<file path="src/dtp_pkg.sv">
// Shared types, character codes, status codes and the month-length table
// for the date-time string parser. No dependencies.
`timescale 1ns / 1ps

package dtp_pkg;

    // Character codes
    localparam logic [7:0] CHAR_NUL   = 8'h00;
    localparam logic [7:0] CHAR_ZERO  = 8'h30;
    localparam logic [7:0] CHAR_NINE  = 8'h39;
    localparam logic [7:0] CHAR_MINUS = 8'h2D;

    // Result status codes
    localparam logic [1:0] STATUS_ZERO  = 2'd0;
    localparam logic [1:0] STATUS_VALID = 2'd1;
    localparam logic [1:0] STATUS_MINUS = 2'd2;

    // Field limits
    localparam logic [31:0] YEAR_BASE  = 32'd2000;
    localparam logic [2:0]  NUM_FIELDS = 3'd6;
    localparam logic [7:0]  MONTH_MAX  = 8'd12;
    localparam logic [7:0]  HOUR_MAX   = 8'd23;
    localparam logic [7:0]  MINSEC_MAX = 8'd59;
    localparam logic [7:0]  FEB        = 8'd2;
    localparam logic [7:0]  LEAP_DAY   = 8'd29;

    // Gathered numbers of one string, handed over at the terminating byte
    typedef struct packed {
        logic       valid;
        logic       minus;
        logic [2:0] count;
        logic [7:0] year;
        logic [7:0] month;
        logic [7:0] day;
        logic [7:0] hour;
        logic [7:0] minute;
        logic [7:0] second;
    } t_finish;

    // Days per month, February with 29; entry 0 and codes above 12 give 0
    function automatic logic [7:0] month_len(input logic [3:0] mo);
        logic [7:0] len;
        case (mo)
            4'd1, 4'd3, 4'd5, 4'd7, 4'd8, 4'd10, 4'd12: len = 8'd31;
            4'd4, 4'd6, 4'd9, 4'd11:                    len = 8'd30;
            4'd2:                                       len = 8'd29;
            default:                                    len = 8'd0;
        endcase
        return len;
    endfunction

endpackage

</file>
<file path="src/dtp_if.sv">
// Valid/ready channel interfaces for the parser: input bytes and date results.
// Depends on dtp_pkg.
`timescale 1ns / 1ps

interface dtp_char_if;
    import dtp_pkg::*;
    logic       valid;
    logic       ready;
    logic [7:0] char_code;
    modport source (output valid, output char_code, input ready);
    modport sink   (input valid, input char_code, output ready);
endinterface

interface dtp_date_if;
    import dtp_pkg::*;
    logic       valid;
    logic       ready;
    logic [1:0] status;
    logic [7:0] year_offset;
    logic [3:0] month_out;
    logic [4:0] day_out;
    logic [4:0] hour_out;
    logic [5:0] minute_out;
    logic [5:0] second_out;
    modport source (output valid, output status, output year_offset, output month_out,
                    output day_out, output hour_out, output minute_out,
                    output second_out, input ready);
    modport sink   (input valid, input status, input year_offset, input month_out,
                    input day_out, input hour_out, input minute_out,
                    input second_out, output ready);
endinterface

</file>
<file path="src/datetime_string_parser_top.sv">
// Date-time string parser, top level: input register, parse stage, result register.
// Depends on dtp_pkg, dtp_if, dtp_input_reg, dtp_parse_core, dtp_result_reg.
//
// Usage:
//   i_char carries the string one byte per transfer (valid/ready); a zero byte
//   ends the string. Digit runs give year, month, day, hour, minute, second;
//   any other byte separates them. o_date carries one result per string,
//   issued for the zero byte: status (0 invalid, 1 valid, 2 leading minus)
//   and the date fields, which are zero unless status is 1.
//   Throughput: one byte per cycle, set by the single parse stage, which
//   does a multiply by ten and add on the 32-bit accumulator per byte.
//   Result path: the terminating byte is held in the input register, then its
//   result is stored in the result register, from which o_date offers it.
//   Stalls: when a result waits on o_date, the parse stage holds its byte
//   and i_char.ready drops once the input register is full; non-terminating
//   bytes still flow while the result register is free or being emptied.
//   Reset (i_rst_n low, synchronous) empties both registers and clears the
//   parser so the next byte starts a new string.
`timescale 1ns / 1ps

module datetime_string_parser_top (
    input  logic         i_clk,
    input  logic         i_rst_n,
    dtp_char_if.sink     i_char,
    dtp_date_if.source   o_date
);
    import dtp_pkg::*;

    logic       in_valid;
    logic [7:0] in_char;
    logic       res_free;
    logic       fire;
    t_finish    finish;

    // Parse a byte whenever one is held and the result register can take a result
    assign fire = in_valid && res_free;

    dtp_input_reg u_input_reg (
        .i_clk   (i_clk),
        .i_rst_n (i_rst_n),
        .i_char  (i_char),
        .i_take  (fire),
        .o_valid (in_valid),
        .o_char  (in_char)
    );

    dtp_parse_core u_parse_core (
        .i_clk    (i_clk),
        .i_rst_n  (i_rst_n),
        .i_fire   (fire),
        .i_char   (in_char),
        .o_finish (finish)
    );

    dtp_result_reg u_result_reg (
        .i_clk    (i_clk),
        .i_rst_n  (i_rst_n),
        .i_finish (finish),
        .o_free   (res_free),
        .o_date   (o_date)
    );

endmodule

</file>
<file path="src/dtp_input_reg.sv">
// Input register for the byte channel; holds one byte until the parse stage
// takes it. Depends on dtp_pkg and dtp_if.
`timescale 1ns / 1ps

module dtp_input_reg (
    input  logic          i_clk,
    input  logic          i_rst_n,
    dtp_char_if.sink      i_char,
    input  logic          i_take,
    output logic          o_valid,
    output logic [7:0]    o_char
);
    import dtp_pkg::*;

    logic       r_valid;
    logic [7:0] r_char;

    // Free when empty or when the held byte leaves this cycle
    assign i_char.ready = !r_valid || i_take;

    always_ff @(posedge i_clk) begin
        if (!i_rst_n) begin
            r_valid <= 1'b0;
        end else if (i_char.ready) begin
            r_valid <= i_char.valid;
        end
    end

    always_ff @(posedge i_clk) begin
        if (i_char.valid && i_char.ready) begin
            r_char <= i_char.char_code;
        end
    end

    assign o_valid = r_valid;
    assign o_char  = r_char;

endmodule

</file>
<file path="src/dtp_parse_core.sv">
// Parse stage: gathers digit runs into the six numbers and flags the end of
// each string. Depends on dtp_pkg.
`timescale 1ns / 1ps

module dtp_parse_core (
    input  logic               i_clk,
    input  logic               i_rst_n,
    input  logic               i_fire,
    input  logic [7:0]         i_char,
    output dtp_pkg::t_finish   o_finish
);
    import dtp_pkg::*;

    logic [31:0] r_acc,    n_acc;
    logic        r_digits, n_digits;
    logic [2:0]  r_count,  n_count;
    logic        r_start,  n_start;
    logic        r_ignore, n_ignore;
    logic        r_minus,  n_minus;
    logic [7:0]  r_year,   n_year;
    logic [7:0]  r_month,  n_month;
    logic [7:0]  r_day,    n_day;
    logic [7:0]  r_hour,   n_hour;
    logic [7:0]  r_minute, n_minute;
    logic [7:0]  r_second, n_second;

    logic        is_digit;
    logic        active;
    logic [31:0] acc_x10;
    logic [7:0]  year_val;

    assign is_digit = i_char inside {[CHAR_ZERO:CHAR_NINE]};
    assign active   = !r_ignore && !r_minus;
    assign acc_x10  = (r_acc << 3) + (r_acc << 1) + {28'd0, i_char[3:0]};
    assign year_val = (r_acc >= YEAR_BASE) ? (r_acc[7:0] - YEAR_BASE[7:0]) : r_acc[7:0];

    // Next state for one byte
    always_comb begin
        n_acc    = r_acc;
        n_digits = r_digits;
        n_count  = r_count;
        n_start  = r_start;
        n_ignore = r_ignore;
        n_minus  = r_minus;
        n_year   = r_year;
        n_month  = r_month;
        n_day    = r_day;
        n_hour   = r_hour;
        n_minute = r_minute;
        n_second = r_second;
        o_finish = '0;

        if (i_fire) begin
            n_start = 1'b0;
            if (r_start && i_char == CHAR_MINUS) begin
                n_minus = 1'b1;
            end else if (is_digit) begin
                if (active) begin
                    n_acc    = acc_x10;
                    n_digits = 1'b1;
                end
            end else begin
                // Separator closes a digit run
                if (active && r_digits) begin
                    case (r_count)
                        3'd0:    n_year   = year_val;
                        3'd1:    n_month  = r_acc[7:0];
                        3'd2:    n_day    = r_acc[7:0];
                        3'd3:    n_hour   = r_acc[7:0];
                        3'd4:    n_minute = r_acc[7:0];
                        3'd5:    n_second = r_acc[7:0];
                        default: ;
                    endcase
                    if (r_count < NUM_FIELDS) begin
                        n_count = r_count + 3'd1;
                    end
                    n_acc    = '0;
                    n_digits = 1'b0;
                    if (n_count >= NUM_FIELDS) begin
                        n_ignore = 1'b1;
                    end
                end
                // Terminator: hand over the numbers and clear for the next string
                if (i_char == CHAR_NUL) begin
                    o_finish.valid  = 1'b1;
                    o_finish.minus  = n_minus;
                    o_finish.count  = n_count;
                    o_finish.year   = n_year;
                    o_finish.month  = n_month;
                    o_finish.day    = n_day;
                    o_finish.hour   = n_hour;
                    o_finish.minute = n_minute;
                    o_finish.second = n_second;
                    n_acc    = '0;
                    n_digits = 1'b0;
                    n_count  = '0;
                    n_start  = 1'b1;
                    n_ignore = 1'b0;
                    n_minus  = 1'b0;
                end
            end
        end
    end

    // Control state
    always_ff @(posedge i_clk) begin
        if (!i_rst_n) begin
            r_acc    <= '0;
            r_digits <= 1'b0;
            r_count  <= '0;
            r_start  <= 1'b1;
            r_ignore <= 1'b0;
            r_minus  <= 1'b0;
        end else begin
            r_acc    <= n_acc;
            r_digits <= n_digits;
            r_count  <= n_count;
            r_start  <= n_start;
            r_ignore <= n_ignore;
            r_minus  <= n_minus;
        end
    end

    // Stored numbers; only read once all six are rewritten
    always_ff @(posedge i_clk) begin
        r_year   <= n_year;
        r_month  <= n_month;
        r_day    <= n_day;
        r_hour   <= n_hour;
        r_minute <= n_minute;
        r_second <= n_second;
    end

endmodule

</file>
<file path="src/dtp_result_reg.sv">
// Range check, leap-day fix-up and the result register on the date channel.
// Depends on dtp_pkg and dtp_if.
`timescale 1ns / 1ps

module dtp_result_reg (
    input  logic               i_clk,
    input  logic               i_rst_n,
    input  dtp_pkg::t_finish   i_finish,
    output logic               o_free,
    dtp_date_if.source         o_date
);
    import dtp_pkg::*;

    logic       r_valid;
    logic [1:0] r_status;
    logic [7:0] r_year;
    logic [3:0] r_month;
    logic [4:0] r_day;
    logic [4:0] r_hour;
    logic [5:0] r_minute;
    logic [5:0] r_second;

    logic [1:0] n_status;
    logic [7:0] n_year;
    logic [3:0] n_month;
    logic [4:0] n_day;
    logic [4:0] n_hour;
    logic [5:0] n_minute;
    logic [5:0] n_second;
    logic       ok;
    logic       bad_leap;

    assign o_free = !r_valid || o_date.ready;

    assign ok = (i_finish.count == NUM_FIELDS)
             && (i_finish.month >= 8'd1) && (i_finish.month <= MONTH_MAX)
             && (i_finish.day >= 8'd1)
             && (i_finish.day <= month_len(i_finish.month[3:0]))
             && (i_finish.hour <= HOUR_MAX)
             && (i_finish.minute <= MINSEC_MAX)
             && (i_finish.second <= MINSEC_MAX);

    // 29 February of a year offset that is not a multiple of four rolls to 1 March
    assign bad_leap = (i_finish.month == FEB) && (i_finish.day == LEAP_DAY)
                   && (i_finish.year[1:0] != 2'b00);

    always_comb begin
        n_status = STATUS_ZERO;
        n_year   = '0;
        n_month  = '0;
        n_day    = '0;
        n_hour   = '0;
        n_minute = '0;
        n_second = '0;
        if (i_finish.minus) begin
            n_status = STATUS_MINUS;
        end else if (ok) begin
            n_status = STATUS_VALID;
            n_year   = i_finish.year;
            n_month  = bad_leap ? 4'd3 : i_finish.month[3:0];
            n_day    = bad_leap ? 5'd1 : i_finish.day[4:0];
            n_hour   = i_finish.hour[4:0];
            n_minute = i_finish.minute[5:0];
            n_second = i_finish.second[5:0];
        end
    end

    // Result valid flag
    always_ff @(posedge i_clk) begin
        if (!i_rst_n) begin
            r_valid <= 1'b0;
        end else if (o_free) begin
            r_valid <= i_finish.valid;
        end
    end

    // Result payload
    always_ff @(posedge i_clk) begin
        if (o_free && i_finish.valid) begin
            r_status <= n_status;
            r_year   <= n_year;
            r_month  <= n_month;
            r_day    <= n_day;
            r_hour   <= n_hour;
            r_minute <= n_minute;
            r_second <= n_second;
        end
    end

    assign o_date.valid       = r_valid;
    assign o_date.status      = r_status;
    assign o_date.year_offset = r_year;
    assign o_date.month_out   = r_month;
    assign o_date.day_out     = r_day;
    assign o_date.hour_out    = r_hour;
    assign o_date.minute_out  = r_minute;
    assign o_date.second_out  = r_second;

endmodule

</file>
<file path="src/flat_wrapper.sv">
// flat-port wrapper written by rule: the top's interface ports become plain ports
module datetime_string_parser_top_flat import dtp_pkg::*;
  (i_clk, i_rst_n, i_char_valid, i_char_char_code, i_char_ready, o_date_valid, o_date_status, o_date_year_offset, o_date_month_out, o_date_day_out, o_date_hour_out, o_date_minute_out, o_date_second_out, o_date_ready);
  dtp_char_if i_char_i ();
  dtp_date_if o_date_i ();
  input  logic i_clk;
  input  logic i_rst_n;
  input wire logic [$bits(i_char_i.valid)-1:0] i_char_valid;
  input wire logic [$bits(i_char_i.char_code)-1:0] i_char_char_code;
  output wire logic [$bits(i_char_i.ready)-1:0] i_char_ready;
  output wire logic [$bits(o_date_i.valid)-1:0] o_date_valid;
  output wire logic [$bits(o_date_i.status)-1:0] o_date_status;
  output wire logic [$bits(o_date_i.year_offset)-1:0] o_date_year_offset;
  output wire logic [$bits(o_date_i.month_out)-1:0] o_date_month_out;
  output wire logic [$bits(o_date_i.day_out)-1:0] o_date_day_out;
  output wire logic [$bits(o_date_i.hour_out)-1:0] o_date_hour_out;
  output wire logic [$bits(o_date_i.minute_out)-1:0] o_date_minute_out;
  output wire logic [$bits(o_date_i.second_out)-1:0] o_date_second_out;
  input wire logic [$bits(o_date_i.ready)-1:0] o_date_ready;
  assign i_char_i.valid = i_char_valid;
  assign i_char_i.char_code = i_char_char_code;
  assign i_char_ready = i_char_i.ready;
  assign o_date_valid = o_date_i.valid;
  assign o_date_status = o_date_i.status;
  assign o_date_year_offset = o_date_i.year_offset;
  assign o_date_month_out = o_date_i.month_out;
  assign o_date_day_out = o_date_i.day_out;
  assign o_date_hour_out = o_date_i.hour_out;
  assign o_date_minute_out = o_date_i.minute_out;
  assign o_date_second_out = o_date_i.second_out;
  assign o_date_i.ready = o_date_ready;
  datetime_string_parser_top u_core (.i_clk(i_clk), .i_rst_n(i_rst_n), .i_char(i_char_i), .o_date(o_date_i));
endmodule
</file>
<file path="config.mk">
export PLATFORM = sky130hd
export DESIGN_NAME = datetime_string_parser_top_flat
export DESIGN_NICKNAME = d
export VERILOG_FILES = /design/src/dtp_pkg.sv /design/src/dtp_if.sv /design/src/datetime_string_parser_top.sv /design/src/dtp_input_reg.sv /design/src/dtp_parse_core.sv /design/src/dtp_result_reg.sv /design/src/flat_wrapper.sv
export SDC_FILE = /design/constraint.sdc
export NUM_CORES = 1
export LEC_CHECK = 0
export BUFFER_PORTS_ARGS = -buffer_cell sky130_fd_sc_hd__buf_4
export CAP_MARGIN = 30
export CORE_MARGIN = 3
export CORE_UTILIZATION = 46
export DETAILED_ROUTE_END_ITERATION = 10
export PLACE_DENSITY_LB_ADDON = 0.2
export SLEW_MARGIN = 10
export SYNTH_ARGS = -nofsm -noshare
export SYNTH_HDL_FRONTEND = slang
export SYNTH_SLANG_ARGS = --single-unit
</file>
<file path="constraint.sdc">
create_clock -name i_clk -period 7.2 [get_ports i_clk]
set_input_delay 0.36 -clock i_clk [delete_from_list [all_inputs] [get_ports i_clk]]
set_output_delay 0.36 -clock i_clk [all_outputs]
set_load 0.1 [all_outputs]
</file>
# Word-level counts from Yosys, hierarchy flattened
# Memories as Yosys holds them, arrays and structs flattened.
# Index checks and enable logic that the tools add are counted.
dict set report word_totals {
  out_inout_bits 38
  mem_count 1
  inputBits 12
  rom_bits 80
  ff_bits 133
  word_cells 138
}
# memory words word_bits read_ports rd_clocked_by_memory_dff wr line_no
set mem_list {}
lappend mem_list {{(name not given)} 16 5 1 0 0 dtp_pkg.sv:43} ;# case (mo)
dict set report classes {
  bitwise 5
  n_lt_le_gt_ge 12
  reduce_logical 36
  addsub 4
  eq_ne 11
  mux 44
}
# op n
set ops {}
lappend ops {{53-bit two-way mux} 4}
lappend ops {{32-bit two-way mux} 4}
lappend ops {{8-bit two-way mux} 13}
lappend ops {{32-bit adder} 1}
lappend ops {{32-bit by 4-bit adder with 32-bit output} 1}
lappend ops {{32-bit by 11-bit greater-or-equal comparator with 1-bit output, second input constant} 1}
lappend ops {{8-bit by 6-bit <= comparator with 1-bit output, second input constant} 3}
lappend ops {{3-bit two-way mux} 7}
lappend ops {{8-bit by 1-bit greater-or-equal comparator with 1-bit output, second input constant} 2}
lappend ops {{1-bit logical AND} 16}
lappend ops {{1-bit two-way mux} 15}
lappend ops {{3-bit equality test, second input constant} 3}
lappend ops {{8-bit by 2-bit equality test with 1-bit output, second input constant} 1}
lappend ops {{8-bit by 5-bit equality test with 1-bit output, second input constant} 1}
lappend ops {{8-bit by 6-bit equality test with 1-bit output, second input constant} 1}
lappend ops {{8-bit by 6-bit greater-or-equal comparator with 1-bit output, second input constant} 1}
lappend ops {{8-bit by 4-bit <= comparator with 1-bit output, second input constant} 1}
lappend ops {{8-bit by 5-bit <= comparator with 1-bit output, second input constant} 1}
lappend ops {{8-bit <= comparator} 1}
lappend ops {{8-bit logical NOT} 1}
lappend ops {{2-bit nonzero test} 4}
lappend ops {{8-bit subtractor, second input constant} 1}
lappend ops {{3-bit by 2-bit equality test with 1-bit output, second input constant} 2}
lappend ops {{3-bit AND reduction} 2}
lappend ops {{16 further kinds} 25}

# Longest topological paths before layout
# Gate-level depths: netlist of run 1.
dict set report logic_depth {
  word_depth 22
  depth_mapped 19
}

# Cells and area by module
# From an unflattened synthesis of run 1, not the netlist that was laid out.
dict set report unflattened {
  hier_cells 794
  area_unflattened_um2 8057.7
}
# module seq_area_each_um2 n_inst cells_per_inst area_each_um2
set by_module_without_submodules {}
lappend by_module_without_submodules {dtp_parse_core 2222.1 1 664 6080.8}
lappend by_module_without_submodules {dtp_result_reg 1101.1 1 116 1672.9}
lappend by_module_without_submodules {dtp_input_reg 260.2 1 13 297.8}
lappend by_module_without_submodules {datetime_string_parser_top 0.0 1 1 6.3}

# Worst setup path before layout of run 1
# No wires, ideal clock.
dict set report synth_path {
  kind {reg-to-reg}
  start {register u_core.u_result_reg.r_valid, in the netlist u_core.u_result_reg.o_date.valid}
  end {register u_core.u_result_reg.r_day[2], in the netlist u_core.u_result_reg.o_date.day_out[2], data pin}
  stages_incl_launch_ff 18
  t_arrival_ps 6764
  synth_period_minus_slack_ps 6921
  setup_slack_ps 279
  setup_ps 157
  path_cell_list {dfxtp_1 -> nand2b_1 -> nand2_1 -> nor2_1 -> nand2_1 -> inv_1 -> nand3_1 -> ha_1 -> nor2b_1 -> o21a_1 -> o21ai_0 -> nand2b_1 -> a21oi_1 -> a31oi_1 -> or4_1 -> buf_2 -> buf_6 -> nor3_1}
}
dict set report synth_between {
  elab_chain_cells 14
  word_cells_on_any_way 27
}
# element line_no
set synth_rtl {}
lappend synth_rtl {{from (decl)} dtp_result_reg.sv:14} ;# logic r_valid;
lappend synth_rtl {{from (signal assigned)} dtp_result_reg.sv:73} ;# r_valid <= i_finish.valid;
lappend synth_rtl {{1-bit logical NOT (*)} dtp_result_reg.sv:33} ;# assign o_free = !r_valid || o_date.ready;
lappend synth_rtl {{1-bit logical OR (*)} dtp_result_reg.sv:33}
lappend synth_rtl {{1-bit logical AND (*)} datetime_string_parser_top.sv:36} ;# assign fire = in_valid && res_free;
lappend synth_rtl {{53-bit two-way mux (*)} dtp_parse_core.sv:53} ;# if (i_fire) begin
lappend synth_rtl {{branches (longest 10 deep; another with 8-bit <= comparator)} -}
lappend synth_rtl {{to (signal assigned)} dtp_result_reg.sv:83} ;# r_day <= n_day;
lappend synth_rtl {{to (decl)} dtp_result_reg.sv:18} ;# logic [4:0] r_day;
# Every way passes the cells marked *.
# A chain may end at the register's enable or synchronous reset.

# Worst setup path after layout of run 1
dict set report layout_path {
  start {register u_core.u_input_reg.r_char[3], in the netlist u_core.u_input_reg.o_char[3]}
  end {register u_core.u_result_reg.r_second[4], in the netlist u_core.u_result_reg.o_date.second_out[4], data pin}
}
dict set report layout_between {
  elab_chain_cells 15
  word_cells_on_any_way 28
}
# element line_no
set layout_rtl {}
lappend layout_rtl {{from (decl)} dtp_input_reg.sv:16} ;# logic [7:0] r_char;
lappend layout_rtl {{from (signal assigned)} dtp_input_reg.sv:31} ;# r_char <= i_char.char_code;
lappend layout_rtl {{8-bit by 6-bit greater-or-equal comparator with 1-bit output (tied with other cells)} dtp_parse_core.sv:32} ;# assign is_digit = i_char inside {[CHAR_ZERO:CHAR_NINE]};
lappend layout_rtl {{1-bit logical AND / 53-bit two-way mux (equally long branches)} {dtp_parse_core.sv:32, dtp_parse_core.sv:84}}
lappend layout_rtl {{53-bit two-way mux} dtp_parse_core.sv:57} ;# end else if (is_digit) begin
lappend layout_rtl {{53-bit two-way mux (*)} dtp_parse_core.sv:55} ;# if (r_start && i_char == CHAR_MINUS) begin
lappend layout_rtl {{53-bit two-way mux (*)} dtp_parse_core.sv:53}
lappend layout_rtl {{branches (longest 10 deep; another with 8-bit <= comparator)} -}
lappend layout_rtl {{to (signal assigned)} dtp_result_reg.sv:86} ;# r_second <= n_second;
lappend layout_rtl {{to (decl)} dtp_result_reg.sv:21} ;# logic [5:0] r_second;
# Marks and branches as above.

==> out/results.txt, run 1 <==
cells after synthesis - 723
P_leak - 3.66 nW
TritonCTS clock tree - built
cts hold-fix bufs - 0
Area growth syn-to-layout - 15.8%
critical path, cell by cell - nand4_1 -> nor3_1 -> inv_1 -> a21oi_1 -> nor2_4 -> buf_4 -> nand2_1 -> inv_1 -> buf_4 -> nand3_1 -> ha_1 -> nor2b_1 -> o21a_1 -> o21ai_0 -> nand2b_1 -> a21oi_1 -> a31oi_1 -> or4_1 -> buf_16 -> nor2b_1
DR top layer - met4
vias per cell - 5.56
Vias - 5,553
DRC errors left - 0
Port-buffer cells - 49
Worst EP required - 7.46 ns
placed insts - 967
first-pass GRT wire length - 26,900 um
largest net degree at the start of global routing - 54
Final #Nets - 854
Clock Path Buffers - 2
top_reg_cell synth - edfxtp_1
post-synthesis net count - 807
Final Setup Violations - 0
final max-slew violation count - 0
slowest stage cell, crit path - or4_1
CP Class - reg2reg
Post-CTS Setup Inserts - 0
crit-path max FO - 53
Final Skew - 0.00908 ns
FF+latch count, synth - 133
FF-to-FF path depth - 20
Clock Latency Late Sink - 0.42 ns
drt wl/cell - 16.2 um
share of cells above drive strength 1 - 15.6%
Total GRT Usage - 18.5%
Final ANT Viol Nets - 0
DRT met1 WL - 7810 um
Synth area leaders - edfxtp_1 (37%), ha_1 (12%), dfxtp_1 (11%), mux2_2 (3.9%), o21ai_0 (3.8%)
WL met2 - 7220 um
Detailed Routing Iterations Pass 1 - 5
flop-to-flop setup slack - 2.13 ns
Root Buffer - clkbuf_16
Hold WC Path Type - in2reg
Worst VDD drop - 0.179 mV
Worst Setup End Kind - flip-flop
ys async rst share - 0%
Initial Utilization - 47.3%
RSZ-0062 raised after global routing - false
clk sinks - 133
PostCTS Resize Cnt - 0
Post-Syn Area - 0.00757 mm^2
initial antenna violation count - 0
Arrival @ worst endpoint - 5.33 ns
final setup TNS - 0 ns
Die Span Y - 134 um
largest area contributor in the netlist - edfxtp_1
clock-pin slew on the worst setup and hold paths - 0.06 ns
critical path's largest stage delay - 0.64 ns
Max-Cap Viols - 0
Rel. slew slack - 48.3%
Design Power - 1.77 mW
placer congestion estimate - 0.906
HPWL Detailed - 11,600 um
worst slew pin tran - 0.775 ns
Period minus WS final - 5.07 ns
GRT overflow - 0
I/O pins - 50
Final Cycle Share - 70.4%
count of unique library cells instantiated by Yosys - 56
WL met3 - 898 um
Die Wd - 134 um
Yosys top cell area share - 36.5%
Post-synth EDFFs - 92
synthesized area per cell - 10.5 um^2
run status - completed
Worst Setup Start Kind - flip-flop
diodes inserted - 0
Pwr per Cell Area - 202 mW/mm^2
Fmax achieved - 197 MHz
Cell Rows - 46
Post-Layout Cell Count - 999
hold path depth - 1
die area - 0.0180 mm^2
endpoints failing hold - 0
register area share after synthesis - 47.4%
htree depth - 4
TritonCTS Buffers - 17
vias in the first global route - 5,375
Yosys warning total - 0
routed wire length - 16,200 um
total core area - 0.0160 mm^2
initial DRC count - 364
-- registers in the layout, indices dropped and copies added, names as in the netlist, 6 cells and up --
name                                    count
u_core.u_result_reg.o_date.minute_out       6
u_core.u_input_reg.o_char                   8
u_core.u_result_reg.o_date.year_offset      8
u_core.u_parse_core.r_minute                8
u_core.u_parse_core.r_second                8
u_core.u_result_reg.o_date.second_out       6
u_core.u_parse_core.r_month                 8
u_core.u_parse_core.r_year                  8
u_core.u_parse_core.r_acc                  32
u_core.u_parse_core.r_hour                  8
u_core.u_parse_core.r_day                   8
-- synth_stat cells (11+ instances only) --
master,n
edfxtp_1,92
ha_1,70
nand2_1,59
o21ai_0,57
nor2_1,54
a21oi_1,45
dfxtp_1,41
mux2_2,26
nor2b_1,26
inv_1,25
nand3_1,25
clkbuf_1,20
xor2_1,15
a21o_1,14
nor3_1,13
nand2b_1,11
nand4_1,11
-- path summary, 6_finish.rpt --
kind,from,to
worst max-delay path,u_core.u_input_reg.o_char[3],u_core.u_result_reg.o_date.second_out[4]
worst min-delay path,i_char_char_code[5],u_core.u_input_reg.o_char[5]
worst max register to register,u_core.u_input_reg.o_char[3],u_core.u_result_reg.o_date.second_out[4]
worst min register to register,u_core.u_parse_core.r_start,u_core.u_parse_core.r_start
-- critical path: cells and delay by family (launching register included) --
kind                     cells  cell delay [ns]
AO/OA/AOI/OAI                5             0.68
adder cells (fa/ha/maj)      1             0.31
AND/OR/NAND/NOR              9             1.80
flip-flops                   1             0.44
buffers and inverters        5             1.65
-- placed cells by master, fill, tap and decap left out, drive strengths merged, types with 13 or more instances in the layout --
cell / netlist / final
edfxtp: 92 / 92
ha: 70 / 70
nand2: 61 / 61
o21ai: 57 / 57
nor2: 55 / 55
buf: 5 / 53
a21oi: 45 / 45
dfxtp: 41 / 41
mux2: 28 / 28
inv: 28 / 28
nor2b: 26 / 26
nand3: 26 / 26
clkbuf: 20 / 24
xor2: 15 / 15
a21o: 14 / 14
nor3: 13 / 13
-- layer usage --
layer  track usage, %  vias up
li1                 -     2771
met4             6.45        0
met1             26.5     2600
met2             27.8      157
met3             3.83       25
met5                0        -
-- where the power goes --
group | switching (mW) | internal (mW) | total [mW] | leakage, nW
combinational | 0.0264 | 0.0135 | 0.0399 | 2.18
clock | 0.314 | 0.584 | 0.898 | 0.288
sequential | 0.00567 | 0.825 | 0.830 | 1.20
total | 0.346 | 1.42 | 1.77 | 3.66
-- area by class of cell --
| cell class | instances | area [um^2] |
|---|---|---|
| flip-flops and latches | 133 | 3580 |
| fillers | 1426 | 7230 |
| well taps | 216 | 270 |
| clock inverters | 8 | 121 |
| multi-input cells | 537 | 3770 |
| repair buffers | 53 | 418 |
| inverters | 28 | 105 |
| clock buffers | 24 | 494 |
-- kinds of logic after synthesis --
group                      after synthesis  share of synthesized area, %
DFF                                    133                          47.4
and+or+nand+nor                        240                          16.2
AOI/OAI and AO/OA                      161                          12.7
xor gates and xnor gates                25                          2.89
muxes                                   39                          5.94
buffers and inverters                   53                          2.88
adders and majority gates               72                          12.1
-- metrics by stage --
stage | worst slack, ns | hold slack (ns) | util [%] | instance area (um^2)
6_report | 2.13 | 0.119 | 54.8 | 8770
5_1_grt | 1.64 | 0.0995 | 54.8 | 8770
4_1_cts | 2.09 | 0.100 | 54.8 | 8770
3_5_place_dp | 2.10 | 0.475 | 50.9 | 8150
3_3_place_gp | 2.12 | 0.482 | 50.8 | 8120
2_1_floorplan | 0.279 | 0.432 | - | 7570
Note: power is estimated with default switching activity, not from simulation.
==> run 2: changes to the inputs <==
==> constraint.sdc (replaced) <==
create_clock -name i_clk -period 4.1 [get_ports i_clk]
set_input_delay 0.205 -clock i_clk [delete_from_list [all_inputs] [get_ports i_clk]]
set_output_delay 0.205 -clock i_clk [all_outputs]
set_load 0.1 [all_outputs]
==> run 2 against run 1 <==
  * Utilization grew 1.2 points
  * Maximum frequency is 34% higher
  * Combinational power is 100% higher
  * Sequential power up 76%
  * Die area stayed put
  * Clock-buffer cell count is the same
==> out/results.txt, run 2 (same netlist as run 1, synthesis figures left out) <==
run status - completed (unchanged)
Arrival @ worst endpoint - 4.05 ns (was 5.33 ns)
Vias - 5,675 (was 5,553)
routed wire length - 16,700 um (was 16,200 um)
crit-path max FO - 12 (was 53)
Clock Latency Late Sink - 0.42 ns (about the same)
Die Span Y - 134 um (unchanged)
max FFs per register - 32 (unchanged)
Final Util - 56.0% (was 54.8%)
Area growth syn-to-layout - 18.4% (was 15.8%)
final max-slew violation count - 0 (unchanged)
FF-to-FF path depth - 17 (was 20)
Most flops, register - u_core.u_parse_core.r_acc (unchanged)
CP Class - reg2reg (unchanged)
Final Setup Violations - 0 (unchanged)
Clock Path Buffers - 2 (unchanged)
RSZ-0062 raised after global routing - false (unchanged)
endpoints failing hold - 0 (unchanged)
Pwr per Cell Area - 343 mW/mm^2 (was 202 mW/mm^2)
total core area - 0.0160 mm^2 (unchanged)
Total GRT Usage - 19.1% (was 18.5%)
share of cells above drive strength 1 - 18.1% (was 15.6%)
Initial Utilization - 47.3% (unchanged)
Final #Nets - 878 (was 854)
initial antenna violation count - 0 (unchanged)
Max-Cap Viols - 0 (unchanged)
Worst EP required - 4.36 ns (was 7.46 ns)
Final Cycle Share - 92.3% (was 70.4%)
final setup TNS - 0 ns (unchanged)
critical path's largest stage delay - 0.45 ns (was 0.64 ns)
Worst Setup Start Kind - flip-flop (unchanged)
Post-CTS Setup Inserts - 0 (unchanged)
slowest stage cell, crit path - or3b_4 (was or4_1)
most frequent cells in the layout - edfxtp_1 (92), ha_1 (69), buf_4 (69) (was edfxtp_1 (92), ha_1 (70), nand2_1 (59))
TritonCTS clock tree - built (unchanged)
Rel. slew slack - 47.1% (was 48.3%)
FF+latch area - 0.00359 mm^2 (was 0.00358 mm^2)
Final Skew - 0.00658 ns (was 0.00908 ns)
WHS - 0.0229 ns (was 0.119 ns)
Port-buffer cells - 49 (unchanged)
TritonCTS Buffers - 17 (unchanged)
largest net degree at the start of global routing - 53 (was 54)
HPWL Detailed - 12,000 um (was 11,600 um)
placer congestion estimate - 0.870 (was 0.906)
Worst Setup End Kind - flip-flop (unchanged)
htree depth - 4 (unchanged)
Hold WC Path Type - in2reg (unchanged)
Final ANT Viol Nets - 0 (unchanged)
I/O pins - 50 (unchanged)
FILL cells - 1,424 (was 1,426)
clock-pin slew on the worst setup and hold paths - 0.06 ns (about the same)
clk sinks - 133 (unchanged)
vias per cell - 5.55 (was 5.56)
leading cell type in the layout, fill and taps excluded - edfxtp_1 (unchanged)
Die Wd - 134 um (unchanged)
GRT overflow - 0 (unchanged)
first-pass GRT wire length - 27,700 um (was 26,900 um)
diodes inserted - 0 (unchanged)
P_leak - 3.76 nW (was 3.66 nW)
initial DRC count - 375 (was 364)
DRC errors left - 0 (unchanged)
drt wl/cell - 16.3 um (was 16.2 um)
Period minus WS final - 3.78 ns (was 5.07 ns)
die area - 0.0180 mm^2 (unchanged)
critical path, cell by cell - or3b_4 -> nor2_8 -> nand2_4 -> mux2i_2 -> inv_2 -> o211ai_2 -> nand3_2 -> ha_4 -> nor2b_1 -> o21a_1 -> o21ai_1 -> nand2b_1 -> a21oi_1 -> a31oi_1 -> or4_1 -> buf_4 -> nor3_1 (was nand4_1 -> nor3_1 -> inv_1 -> a21oi_1 -> nor2_4 -> buf_4 -> nand2_1 -> inv_1 -> buf_4 -> nand3_1 -> ha_1 -> nor2b_1 -> o21a_1 -> o21ai_0 -> nand2b_1 -> a21oi_1 -> a31oi_1 -> or4_1 -> buf_16 -> nor2b_1)
Detailed Routing Iterations Pass 1 - 5 (unchanged)
Worst VDD drop - 0.409 mV (was 0.179 mV)
Fmax achieved - 264 MHz (was 197 MHz)
Cell Rows - 46 (unchanged)
Root Buffer - clkbuf_16 (unchanged)
area of the multi-input gates - 0.00381 mm^2 (was 0.00377 mm^2)
vias in the first global route - 5,658 (was 5,375)
worst slew pin tran - 0.794 ns (was 0.775 ns)
hold path depth - 2 (was 1)
run 2: stage by stage:
step / power, mW / setup WS (ns) / std cells / instance area [um^2]
finish: 3.07 / 0.316 / 1023 / 8960
CTS: 3.10 / 0.275 / 1023 / 8960
global route: 3.17 / 0.0479 / 1023 / 8960
floorplan: 1.53 / -0.0673 / 723 / 7620
detailed placement: 1.56 / 0.278 / 983 / 8290
global placement: 1.56 / 0.471 / 983 / 8290
run 2: path summary, 6_finish.rpt:
check / from / endpoint / slack [ns]
max: u_core.u_parse_core.r_digits / u_core.u_result_reg.o_date.day_out[4] / 0.32
max reg2reg: u_core.u_parse_core.r_digits / u_core.u_result_reg.o_date.day_out[4] / 0.32
min: i_rst_n / u_core.u_parse_core.r_start / 0.02
min reg2reg: u_core.u_parse_core.r_acc[30] / u_core.u_parse_core.r_acc[30] / 0.50
run 2: what timing repair did:
item,CTS,global route
gates resized for setup,0,1
endpoints found under the setup margin,0,25
hold endpoints to repair,8,0
hold buffers,8,0
run 2: layer usage:
layer,track usage [%],wire length (um),vias to the layer above
li1,-,-,2818
met1,25.9,7870,2718
met2,30.5,7880,120
met3,4.76,729,19
met4,5.77,221,0
met5,0,0,-
run 2: worst max-delay path, delay by kind of cell (launching register included):
family	cells	cell delay, ns
fa+ha+maj	1	0.23
flops	1	0.37
mux	1	0.33
simple gates	8	1.67
compound gates	5	0.72
buf+inv	2	0.29
run 2: power breakdown:
group / switching [mW] / internal [mW] / total (mW)
registers: 0.00932 / 1.45 / 1.46
logic: 0.0500 / 0.0299 / 0.0799
clock network: 0.560 / 0.973 / 1.53
total: 0.619 / 2.45 / 3.07
run 2: layout make-up:
cell class | count | area share [%]
clock buffers | 24 | 5.15
clock inverters | 8 | 1.40
inverters | 28 | 1.21
multi-input cells | 537 | 42.5
flip-flops and latches | 133 | 40.0
well taps | 216 | 3.02
repair buffers | 77 | 6.68
==> run 3: changes to the inputs <==
--- a/config.mk
+++ b/config.mk
@@ -5,12 +5,15 @@
 export SDC_FILE = /design/constraint.sdc
 export NUM_CORES = 1
 export LEC_CHECK = 0
+export ABC_AREA = 1
 export BUFFER_PORTS_ARGS = -buffer_cell sky130_fd_sc_hd__buf_4
 export CAP_MARGIN = 30
 export CORE_MARGIN = 3
 export CORE_UTILIZATION = 46
 export DETAILED_ROUTE_END_ITERATION = 10
+export HOLD_SLACK_MARGIN = 0.03
 export PLACE_DENSITY_LB_ADDON = 0.2
+export SETUP_SLACK_MARGIN = 0.1
 export SLEW_MARGIN = 10
 export SYNTH_ARGS = -nofsm -noshare
 export SYNTH_HDL_FRONTEND = slang
==> run 3 against run 2 <==
  * Clock-buffer cell count is 4 lower
  * Sequential power about the same
  * Non-clock buffer count decreased by 13
  * Worst setup slack gained 0.24 ns
  * Clock power grew 12%
  * Final cell count is 38% higher
  * Maximum frequency is 6.7% higher
  * Hold slack gained 0.049 ns
  * Flip-flop and latch count did not move
  * Area after synthesis rose by 13%
  * Critical path type unchanged
  * Critical endpoint is now u_core.u_result_reg.o_date.year_offset[5]
  * Highest routed layer unchanged
==> out/results.txt, run 3 <==
slowest stage cell, crit path - nor2_4 (was or3b_4)
Final WS setup - 0.554 ns (was 0.316 ns)
routed wire length - 20,700 um (was 16,700 um)
Clock Path Buffers - 2 (unchanged)
most used cell, CP - nand2_1
die area - 0.0203 mm^2 (was 0.0180 mm^2)
Root Buffer - clkbuf_16 (unchanged)
HPWL Detailed - 15,400 um (was 12,000 um)
top-count cell post-synth - nand2_1 (was edfxtp_1)
crit-path max FO - 29 (was 12)
final instance area - 0.00989 mm^2 (was 0.00896 mm^2)
Period minus WS final - 3.55 ns (was 3.78 ns)
P_leak - 4.51 nW (was 3.76 nW)
Die Span Y - 142 um (was 134 um)
Post-CTS Setup Inserts - 0 (unchanged)
final max-slew violation count - 0 (unchanged)
Final Setup Violations - 0 (unchanged)
Hold WC Path Type - in2reg (unchanged)
Final ANT Viol Nets - 0 (unchanged)
Post-Syn Area - 0.00855 mm^2 (was 0.00757 mm^2)
clock-pin slew on the worst setup and hold paths - 0.06 ns (about the same)
Max-Cap Viols - 0 (unchanged)
ys async rst share - 0% (unchanged)
post-synthesis net count - 1,189 (was 807)
critical path's largest stage delay - 0.46 ns (was 0.45 ns)
GRT overflow - 0 (unchanged)
Cell Area, Placed - 0.00914 mm^2 (was 0.00829 mm^2)
Worst VDD drop - 0.298 mV (was 0.409 mV)
most frequent cells after synthesis - nand2_1 (298), inv_1 (153), nor2_1 (113) (was edfxtp_1 (92), ha_1 (70), nand2_1 (59))
I/O pins - 50 (unchanged)
Yosys top cell area share - 32.3% (was 36.5%)
Cell Rows - 49 (was 46)
first-pass GRT wire length - 33,600 um (was 27,700 um)
max FFs per register - 32 (unchanged)
worst slack, placed - 0.484 ns (was 0.278 ns)
FF+latch area - 0.00358 mm^2 (was 0.00359 mm^2)
CP Class - reg2reg (unchanged)
Worst Setup Start Kind - flip-flop (unchanged)
count of unique library cells instantiated by Yosys - 40 (was 56)
share of cells above drive strength 1 - 10.9% (was 18.1%)
Final Cycle Share - 86.5% (was 92.3%)
register area share after synthesis - 41.9% (was 47.4%)
Final Skew - 0.00798 ns (was 0.00658 ns)
vias per cell - 5.12 (was 5.55)
critical path, cell by cell - o21ai_0 -> nand2_1 -> nand3_1 -> nor2_4 -> nand2_1 -> nand3_1 -> nand2_1 -> ha_1 -> nand2_1 -> o21ai_0 -> a21o_1 -> o21ai_0 -> nand3_1 -> nor2_2 -> nand2_1 -> buf_6 -> nor2_1 (was or3b_4 -> nor2_8 -> nand2_4 -> mux2i_2 -> inv_2 -> o211ai_2 -> nand3_2 -> ha_4 -> nor2b_1 -> o21a_1 -> o21ai_1 -> nand2b_1 -> a21oi_1 -> a31oi_1 -> or4_1 -> buf_4 -> nor3_1)
largest net degree at the start of global routing - 51 (was 53)
Post-Layout Cell Count - 1,409 (was 1,023)
cells after synthesis - 1,105 (was 723)
Area growth syn-to-layout - 15.7% (was 18.4%)
Rel. slew slack - 54.0% (was 47.1%)
Post-synth EDFFs - 92 (unchanged)
Yosys warning total - 0 (unchanged)
initial DRC count - 508 (was 375)
Arrival @ worst endpoint - 3.71 ns (was 4.05 ns)
placed insts - 1,368 (was 983)
drt wl/cell - 14.7 um (was 16.3 um)
initial antenna violation count - 0 (unchanged)
DRC errors left - 0 (unchanged)
Initial Utilization - 47.3% (about the same)
Worst Setup End Kind - flip-flop (unchanged)
final setup TNS - 0 ns (unchanged)
FF+latch count, synth - 133 (unchanged)
critical path's top delay family - simple AND/OR/NAND/NOR gates (unchanged)
total core area - 0.0181 mm^2 (was 0.0160 mm^2)
RSZ-0062 raised after global routing - false (unchanged)
diodes inserted - 0 (unchanged)
worst path bufs/invs - 1 (was 2)
TritonCTS clock tree - built (unchanged)
vias in the first global route - 6,625 (was 5,658)
Detailed Routing Iterations Pass 1 - 6 (was 5)
run status - completed (unchanged)
largest area contributor in the netlist - edfxtp_1 (unchanged)
Final #Nets - 1,251 (was 878)
Pwr per Cell Area - 335 mW/mm^2 (was 343 mW/mm^2)
synthesized area per cell - 7.73 um^2 (was 10.5 um^2)
Die Wd - 142 um (was 134 um)
Clock Latency Late Sink - 0.42 ns (about the same)
leading cell type in the layout, fill and taps excluded - nand2_1 (was edfxtp_1)
Most flops, register - u_core.u_parse_core.r_acc (unchanged)
Worst EP required - 4.26 ns (was 4.36 ns)
most frequent cells in the layout - nand2_1 (297), inv_1 (152), nor2_1 (111) (was edfxtp_1 (92), ha_1 (69), buf_4 (69))
TritonCTS Buffers - 17 (unchanged)
Fmax achieved - 282 MHz (was 264 MHz)
Vias - 7,216 (was 5,675)
FILL cells - 1,716 (was 1,424)
area of the multi-input gates - 0.00426 mm^2 (was 0.00381 mm^2)
worst slew pin tran - 0.690 ns (was 0.794 ns)
htree depth - 4 (unchanged)
Total GRT Usage - 20.9% (was 19.1%)
endpoints failing hold - 0 (unchanged)
top_reg_cell synth - edfxtp_1 (unchanged)
Port-buffer cells - 49 (unchanged)
clk sinks - 133 (unchanged)
Synth area leaders - edfxtp_1 (32%), nand2_1 (13%), ha_1 (10%), dfxtp_1 (9.6%), inv_1 (6.7%) (was edfxtp_1 (37%), ha_1 (12%), dfxtp_1 (11%), mux2_2 (3.9%), o21ai_0 (3.8%))
placer congestion estimate - 0.891 (was 0.870)
## run 3: cell types whose count changed after synthesis, sizes merged, moves of 10 or more
| cell | delta |
|---|---|
| mux2 | -28 |
| mux2i | -11 |
| nand3 | +59 |
| nor2 | +71 |
| xor2 | -10 |
| nor2b | -26 |
| a21o | -12 |
| clkbuf | -11 |
| inv | +127 |
| or2 | +13 |
| nand2b | -11 |
| a21oi | +35 |
| nand2 | +239 |
## run 3: worst paths after layout
kind                                          endpoint  cells after the start  slack (ns)                          start
max          u_core.u_result_reg.o_date.year_offset[5]                     17        0.55   u_core.u_input_reg.o_char[3]
min                         u_core.u_input_reg.o_valid                      3        0.07                   i_char_valid
max reg2reg  u_core.u_result_reg.o_date.year_offset[5]                     17        0.55   u_core.u_input_reg.o_char[3]
min reg2reg              u_core.u_parse_core.r_acc[31]                      2        0.47  u_core.u_parse_core.r_acc[31]
## run 3: metrics by stage
step | hold WS [ns] | util (%) | power (mW)
6_report | 0.0714 | 54.7 | 3.31
5_1_grt | 0.110 | 54.7 | 3.42
4_1_cts | 0.0519 | 54.6 | 3.34
3_5_place_dp | 0.384 | 50.5 | 1.63
3_3_place_gp | 0.385 | 50.5 | 1.63
2_1_floorplan | 0.290 | - | 1.59
## run 3: cell type report
class / count / area share [%]
multi-input cells: 795 / 43.1
repair buffers: 64 / 5.13
clock inverters: 12 / 2.04
well taps: 229 / 2.90
flip-flops and latches: 133 / 36.3
clock buffers: 20 / 4.62
inverters: 156 / 6.01
## run 3: logic make-up after synthesis
family / count (synthesis) / share of synthesized area, %
compound gates: 160 / 10.1
xor+xnor: 7 / 0.717
fa+ha+maj: 72 / 10.7
buf+inv: 177 / 8.42
flops: 133 / 41.9
simple gates: 556 / 28.2
## run 3: what timing repair did
item                                   4_1_cts  5_1_grt
resized for setup                            0        1
hold buffers                                 9        0
endpoints found under the hold margin        9        0
setup endpoints to repair                    0        8
## run 3: tightest hold or removal path, stage by stage
cell and delay, ns:
buf_4 0.08, nand2_1 0.06, a21oi_1 0.11
## run 3: power by group
group | total (mW) | switching (mW) | internal (mW)
clock network | 1.71 | 0.592 | 1.11
registers | 1.47 | 0.0143 | 1.46
logic | 0.133 | 0.0879 | 0.0450
## run 3: per-layer routing
layer | routed length (um) | track usage, %
met4 | 253 | 5.90
met5 | 0 | 0
met1 | 9830 | 28.9
met2 | 9800 | 34.3
met3 | 834 | 3.02
